<file path="config.mk">
export PLATFORM = sky130hd
export DESIGN_NAME = crc32c_word_stream
export DESIGN_NICKNAME = d
export VERILOG_FILES = /design/src/hdl/cws_pkg.sv /design/src/hdl/crc32c_word_stream.sv /design/src/hdl/cws_fold.sv
export SDC_FILE = /design/constraint.sdc
export NUM_CORES = 1
export LEC_CHECK = 0
export CORE_ASPECT_RATIO = 1.5
export CORE_UTILIZATION = 60
export DETAILED_ROUTE_END_ITERATION = 10
export DONT_BUFFER_PORTS = 1
export PLACE_DENSITY = 0.88
export SYNTH_ARGS = -nofsm -noshare
export SYNTH_HDL_FRONTEND = slang
export SYNTH_SLANG_ARGS = --single-unit
</file>
<file path="constraint.sdc">
create_clock -name clk -period 32.1 [get_ports clk]
set_input_delay 3.21 -clock clk [delete_from_list [all_inputs] [get_ports clk]]
set_output_delay 3.21 -clock clk [all_outputs]
set_load 0.05 [all_outputs]
</file>
<file path="src/hdl/cws_pkg.sv">
// cws_pkg: shared constants and the byte-wide crc-32c step
// used by cws_fold and crc32c_word_stream; no dependencies

package cws_pkg;

	// reflected castagnoli polynomial
	localparam logic [31:0] CRC_POLY = 32'h82F6_3B78;
	// reset value of the initial-value register and the running crc
	localparam logic [31:0] INIT_RESET = 32'hDEBB_20E3;
	// bytes in one data word
	localparam int unsigned WORD_BYTES = 8;
	// largest meaningful byte count
	localparam logic [3:0] COUNT_MAX = 4'd8;

	// one byte folded into the reflected crc, lsb first
	function automatic logic [31:0] crc_byte(input logic [31:0] crc_in, input logic [7:0] din);
		logic [31:0] c;
		c = crc_in ^ {24'd0, din};
		for (int b = 0; b < 8; b++) begin
			c = c[0] ? ((c >> 1) ^ CRC_POLY) : (c >> 1);
		end
		return c;
	endfunction

endpackage

</file>
<file path="src/hdl/crc32c_word_stream.sv">
// crc32c_word_stream: reflected crc-32c over a stream of 64-bit words
// depends on cws_pkg and cws_fold
//
//  channel | signals                                   | dir | beat when
//  --------+-------------------------------------------+-----+----------------------
//  in      | in_valid in_ready data_word byte_count    | in  | in_valid & in_ready
//          | last_word                                 |     |
//  out     | out_valid out_ready crc_out               | out | out_valid & out_ready
//  cfg     | cfg_wr_en cfg_wr_data                     | in  | cfg_wr_en
//
// one word per cycle while no last word waits on a held result; a word is captured
// in the stage-1 register, other words are folded from there into the running crc,
// and a last word's crc goes to the output register as it leaves stage 1
// the fold is a combinational xor network over eight byte lanes
// reset loads 0xdebb20e3 into the initial value and the running crc
// a held result stalls only a last word; other words keep flowing

module crc32c_word_stream import cws_pkg::*; (
	input  logic        clk,
	input  logic        arst_n,
	input  logic        in_valid,
	output logic        in_ready,
	input  logic [63:0] data_word,
	input  logic [3:0]  byte_count,
	input  logic        last_word,
	output logic        out_valid,
	input  logic        out_ready,
	output logic [31:0] crc_out,
	input  logic        cfg_wr_en,
	input  logic [31:0] cfg_wr_data
);

	logic [31:0] init_q;
	logic [31:0] run_crc_q;
	logic        valid_s1;
	logic [63:0] data_s1;
	logic [3:0]  count_s1;
	logic        last_s1;
	logic        out_valid_q;
	logic [31:0] crc_out_q;
	logic [31:0] crc_next;
	logic        adv_s1;
	logic [3:0]  count_sat;

	// a last word needs a free result slot, other words always move on
	assign adv_s1   = valid_s1 && (!last_s1 || !out_valid_q || out_ready);
	assign in_ready = !valid_s1 || adv_s1;

	// clamp counts above eight
	always_comb begin
		if (byte_count inside {[4'd9:4'd15]}) begin
			count_sat = COUNT_MAX;
		end else begin
			count_sat = byte_count;
		end
	end

	// input stage control
	always_ff @(posedge clk or negedge arst_n) begin
		if (!arst_n) begin
			valid_s1 <= 1'b0;
		end else if (in_ready) begin
			valid_s1 <= in_valid;
		end
	end

	// input stage payload
	always_ff @(posedge clk) begin
		if (in_valid && in_ready) begin
			data_s1  <= data_word;
			count_s1 <= count_sat;
			last_s1  <= last_word;
		end
	end

	// byte fold
	cws_fold u_fold (
		.crc_in     (run_crc_q),
		.data_word  (data_s1),
		.byte_count (count_s1),
		.crc_next   (crc_next)
	);

	// initial value and running crc; a config write restarts the buffer
	always_ff @(posedge clk or negedge arst_n) begin
		if (!arst_n) begin
			init_q    <= INIT_RESET;
			run_crc_q <= INIT_RESET;
		end else if (cfg_wr_en) begin
			init_q    <= cfg_wr_data;
			run_crc_q <= cfg_wr_data;
		end else if (adv_s1) begin
			run_crc_q <= last_s1 ? init_q : crc_next;
		end
	end

	// result register
	always_ff @(posedge clk or negedge arst_n) begin
		if (!arst_n) begin
			out_valid_q <= 1'b0;
		end else if (adv_s1 && last_s1) begin
			out_valid_q <= 1'b1;
		end else if (out_ready) begin
			out_valid_q <= 1'b0;
		end
	end

	always_ff @(posedge clk) begin
		if (adv_s1 && last_s1) begin
			crc_out_q <= crc_next;
		end
	end

	assign out_valid = out_valid_q;
	assign crc_out   = crc_out_q;

	// checks

	// the only stall is a last word behind an unaccepted result
	a_stall_cause: assert property (@(posedge clk) disable iff (!arst_n)
		!in_ready |-> (valid_s1 && last_s1 && out_valid_q && !out_ready))
		else $error("input stalled without a held result");

	// a finished buffer shows its crc at the next edge
	a_result: assert property (@(posedge clk) disable iff (!arst_n)
		(adv_s1 && last_s1) |=> (out_valid && crc_out == $past(crc_next)))
		else $error("result not loaded after last word");

	// running crc restarts from the initial value after a buffer
	a_restart: assert property (@(posedge clk) disable iff (!arst_n)
		(adv_s1 && last_s1 && !cfg_wr_en) |=> (run_crc_q == init_q))
		else $error("running crc not reloaded after last word");

	// a config write reloads the running crc
	a_cfg_reload: assert property (@(posedge clk) disable iff (!arst_n)
		cfg_wr_en |=> (run_crc_q == $past(cfg_wr_data) && init_q == $past(cfg_wr_data)))
		else $error("config write did not reload running crc");

endmodule

</file>
<file path="src/hdl/cws_fold.sv">
// cws_fold: xor network that folds up to eight bytes of a word into a crc
// depends on cws_pkg

module cws_fold import cws_pkg::*; (
	input  logic [31:0] crc_in,
	input  logic [63:0] data_word,
	input  logic [3:0]  byte_count,
	output logic [31:0] crc_next
);

	// byte lanes in order; lanes at or above the count pass the crc unchanged
	always_comb begin
		logic [31:0] c;
		c = crc_in;
		for (int i = 0; i < WORD_BYTES; i++) begin
			if (4'(i) < byte_count) begin
				c = crc_byte(c, data_word[8*i +: 8]);
			end
		end
		crc_next = c;
	end

endmodule
</file>
==> summary.txt <==
STA
  – Skew final: 21.6 ps
  – Setup Total Neg Slack: 0 ps
  – Relative max-transition margin: 30.3%
  – Pin slew with the least headroom to its limit: 1050 ps
  – Shortest clock period the worst path allows after layout: 14900 ps
  – Maximum clock rate: about 67 MHz
  – Final cycle utilization of the critical path: 46.4%
  – Hold WS: 494 ps
  – Count of final max-slew check failures: 0
  – RSZ-0062 raised after global routing: false
  – Final hold vios: 0
  – Setup violation total in the final timing report: 0
  – Final setup margin: 17200 ps

Global routing
  – Total global routing track utilization: roughly 36%
  – Via count of the first global-routing pass: between 10000 and 15000
  – Remaining Overflow, GRT: 0
  – Global-route wire length before repair: 85.6 mm
  – Maximum number of pins on one net before global-route repair: between 90 and 100
  – Antenna violations before repair: 2

Clocking
  – Maximum clock insertion buffer count: 2
  – Number of levels the H-tree was split into: 4
  – Insertion delay of the later-clocked pin in the worst-skew pair: 470 ps
  – Count of hold buffers inserted by post-cts repair: 0
  – Worst-path clk slew: 80 ps
  – TritonCTS buffer count: 17
  – Clock tree from TritonCTS: yes
  – Post-CTS setup buffers: 0
  – Quantity of gates resized following cts: 0
  – Clock root cell: clkbuf_16
  – Num Clock Sinks: 167

Worst setup path
  – Type of origin of the critical path: register
  – Critical path capture point type: register
  – Critical Path Source: count_s1[3]$_SDFFCE_PP1P_
  – Cell with the biggest individual delay on the critical path: xor2_1
  – Cell repeated most along the worst path: xnor3_1
  – Crit path arrival time: 15180 ps
  – Maximum fanout encountered on the critical timing path: 60
  – Class of the most critical setup path: reg -> reg
  – Delay contributed by the slowest stage of the critical path: 680 ps
  – Worst reg2reg startpoint: count_s1[3]$_SDFFCE_PP1P_
  – Required time worst endpoint: 32380 ps

Logic synthesis
  – Synth Instances: 1902
  – Ys async rst share: 39.5%
  – Most common flop cell mapped by yosys: edfxtp_1
  – Number of distinct library cell variants in the gate-level netlist after synthesis: 102
  – FF+latch count, synth: 167
  – Count of flip-flops with a built-in enable after synthesis: around 100
  – Synth Net Count: 2008
  – Netlist area before placement: 0.0189 mm²
  – Yosys warning count: 0
  – Post-Syn Area per Cell: between 9 and 10 µm²
  – Proportion of synthesized chip area in sequential cells: about a quarter

Floorplanning
  – Placeable core region: a little over 0.03 mm²
  – I/O pin count: 140
  – DIE WIDTH: 147 µm
  – Row Count: 79
  – Effective utilization at floorplan: 60.8%
  – Die area: around 0.032 mm²
  – Vert. Die Dim: approximately 220 µm

Run status
  – Result of the run: finished clean

Placed design
  – Post-detailed-placement half-perimeter wirelength: roughly 45 mm
  – Pre-CTS setup slack: about 17000 ps
  – Final GP Congestion: 1.04
  – PortBufs: 0

Drt
  – Number of detailed-route iterations in the first pass: 5
  – Wire per inst: 25.3 µm
  – Total met2 wirelength after detailed routing: approximately 28 mm
  – Met3 WL post-DR: about 3.8 mm
  – Aggregate routed wire length: 57.1 mm
  – Detailed-routing wirelength on met1: 19.5 mm
  – Number of design-rule violations left by the first detailed-router iteration: 1023
  – Max Used Layer: met5
  – DR DRC count: 0
  – Via count of the routed design: 14400
  – Number of nets still failing antenna checks after routing: 0
  – Via/cell ratio: 6.37

Min path
  – Startpoint of the most critical hold path: init_q[28]$_DFFE_PN1P_
  – Hold crit path type: reg -> reg

Cells and area
  – P&R area growth vs syn: 3.74%
  – Leading cell type in the layout, fill and taps excluded: xnor2_1
  – Most frequent cells in the layout: xnor2_1 (352), nor2_1 (167), nand2_1 (139)
  – Final standard cell utilization of the core: 63.1%
  – Share of layout cells above drive strength 1: 12.6%
  – Final-stage net count: around 1900
  – Filler cell count: 2510

Flow run
  – Number of violations of the max-capacitance limit: 0
[layout make-up]
cell class | count | area, µm² | share of cell area (%)
Multi-Input combinational cell | 1605 | 13500 | 68.8
Sequential cell | 167 | 4730 | 24.2
Tap cell | 405 | 507 | 2.59
Clock buffer | 17 | 425 | 2.17
Clock inverter | 15 | 176 | 0.901
Timing Repair Buffer | 18 | 135 | 0.690
Inverter | 34 | 128 | 0.652
Antenna cell | 1 | 2.50 | 0.0128
[flip-flops by register name (all words and copies together), names as in the netlist]
register and count:
data_s1 64, crc_out 32, init_q 32, run_crc_q 32, count_s1 4, last_s1 1
out_valid 1, valid_s1 1
[Yosys cell counts, types with 6 or more instances]
library cell	number	share of area [%]
mux2i_1	70	3.7
and2_1	12	0.40
a22oi_1	7	0.28
xnor3_1	90	11
a211o_1	6	0.28
o21ai_0	101	2.7
or2_2	8	0.27
nor2_1	170	3.4
a21oi_1	129	3.4
clkbuf_1	59	1.2
a2bb2oi_1	7	0.32
o2111ai_1	6	0.28
dfrtp_1	30	4.0
xor2_2	6	0.52
xnor2_4	10	1.5
buf_1	8	0.16
xnor2_2	21	1.8
clkbuf_8	14	1.0
a211oi_1	14	0.56
xnor3_2	10	1.3
mux2i_2	8	0.58
xor2_1	122	5.7
edfxtp_1	101	16
nand3_1	35	0.93
nor2b_1	8	0.27
and3_1	11	0.36
nor3b_1	8	0.32
o21a_1	10	0.40
xnor2_1	352	16
buf_2	7	0.19
dfstp_2	36	5.0
xor3_1	9	1.1
a311o_1	8	0.42
a21o_1	15	0.60
nand2b_1	6	0.20
o211ai_1	21	0.84
o211a_1	10	0.53
mux2_2	26	1.6
nand2_1	139	2.8
or3_1	8	0.27
inv_1	33	0.66
o21ai_1	7	0.19
nor3_1	32	0.85
[per-layer routing]
metal	GRT usage (%)	up-vias
met5	0	-
met4	32.4	2
met2	61.7	745
met1	37.7	6878
li1	-	6526
met3	6.34	257
[critical path: cells and delay by family (launching register included)]
family	cells	cell delay, ps
AO/OA/AOI/OAI	4	1410
XOR/XNOR	21	8460
buffers and inverters	2	920
flip-flops	1	330
multiplexers	5	2220
AND/OR/NAND/NOR	4	1340
[kinds of logic (layout without fill, tap and decap cells)]
kind of cell           after synthesis  count (layout)  synth area share [%]
AO/OA/AOI/OAI                      395             395                  13.6
XOR/XNOR                           624             624                  39.5
buffers and inverters              130              84                  3.67
flip-flops                         167             167                  25.1
multiplexers                       108             108                  6.28
other                                0               1                     0
AND/OR/NAND/NOR                    478             478                  12.0
[metrics by stage]
stage	cell area [µm²]	instances
floorplan	18900	1902
global placement	19000	2229
detailed placement	19000	2229
CTS	19600	2261
global route	19600	2262
finish	19600	2262
[path summary, 6_finish.rpt]
check	to	slack (ps)	cells past startpoint
max in group asynchronous	init_q[20]$_DFFE_PN1P_	29460	0
worst max-delay path	run_crc_q[3]$_DFFE_PN0P_	17200	36
worst min register to register	init_q[28]$_DFFE_PN1P_	490	2
worst max register to register	run_crc_q[3]$_DFFE_PN0P_	17200	36
min in group asynchronous	init_q[9]$_DFFE_PN0P_	2440	0
worst min-delay path	init_q[28]$_DFFE_PN1P_	490	2
Power is not shown: default switching activity piles up to over one toggle a cycle in this logic, so the estimate is an artifact.
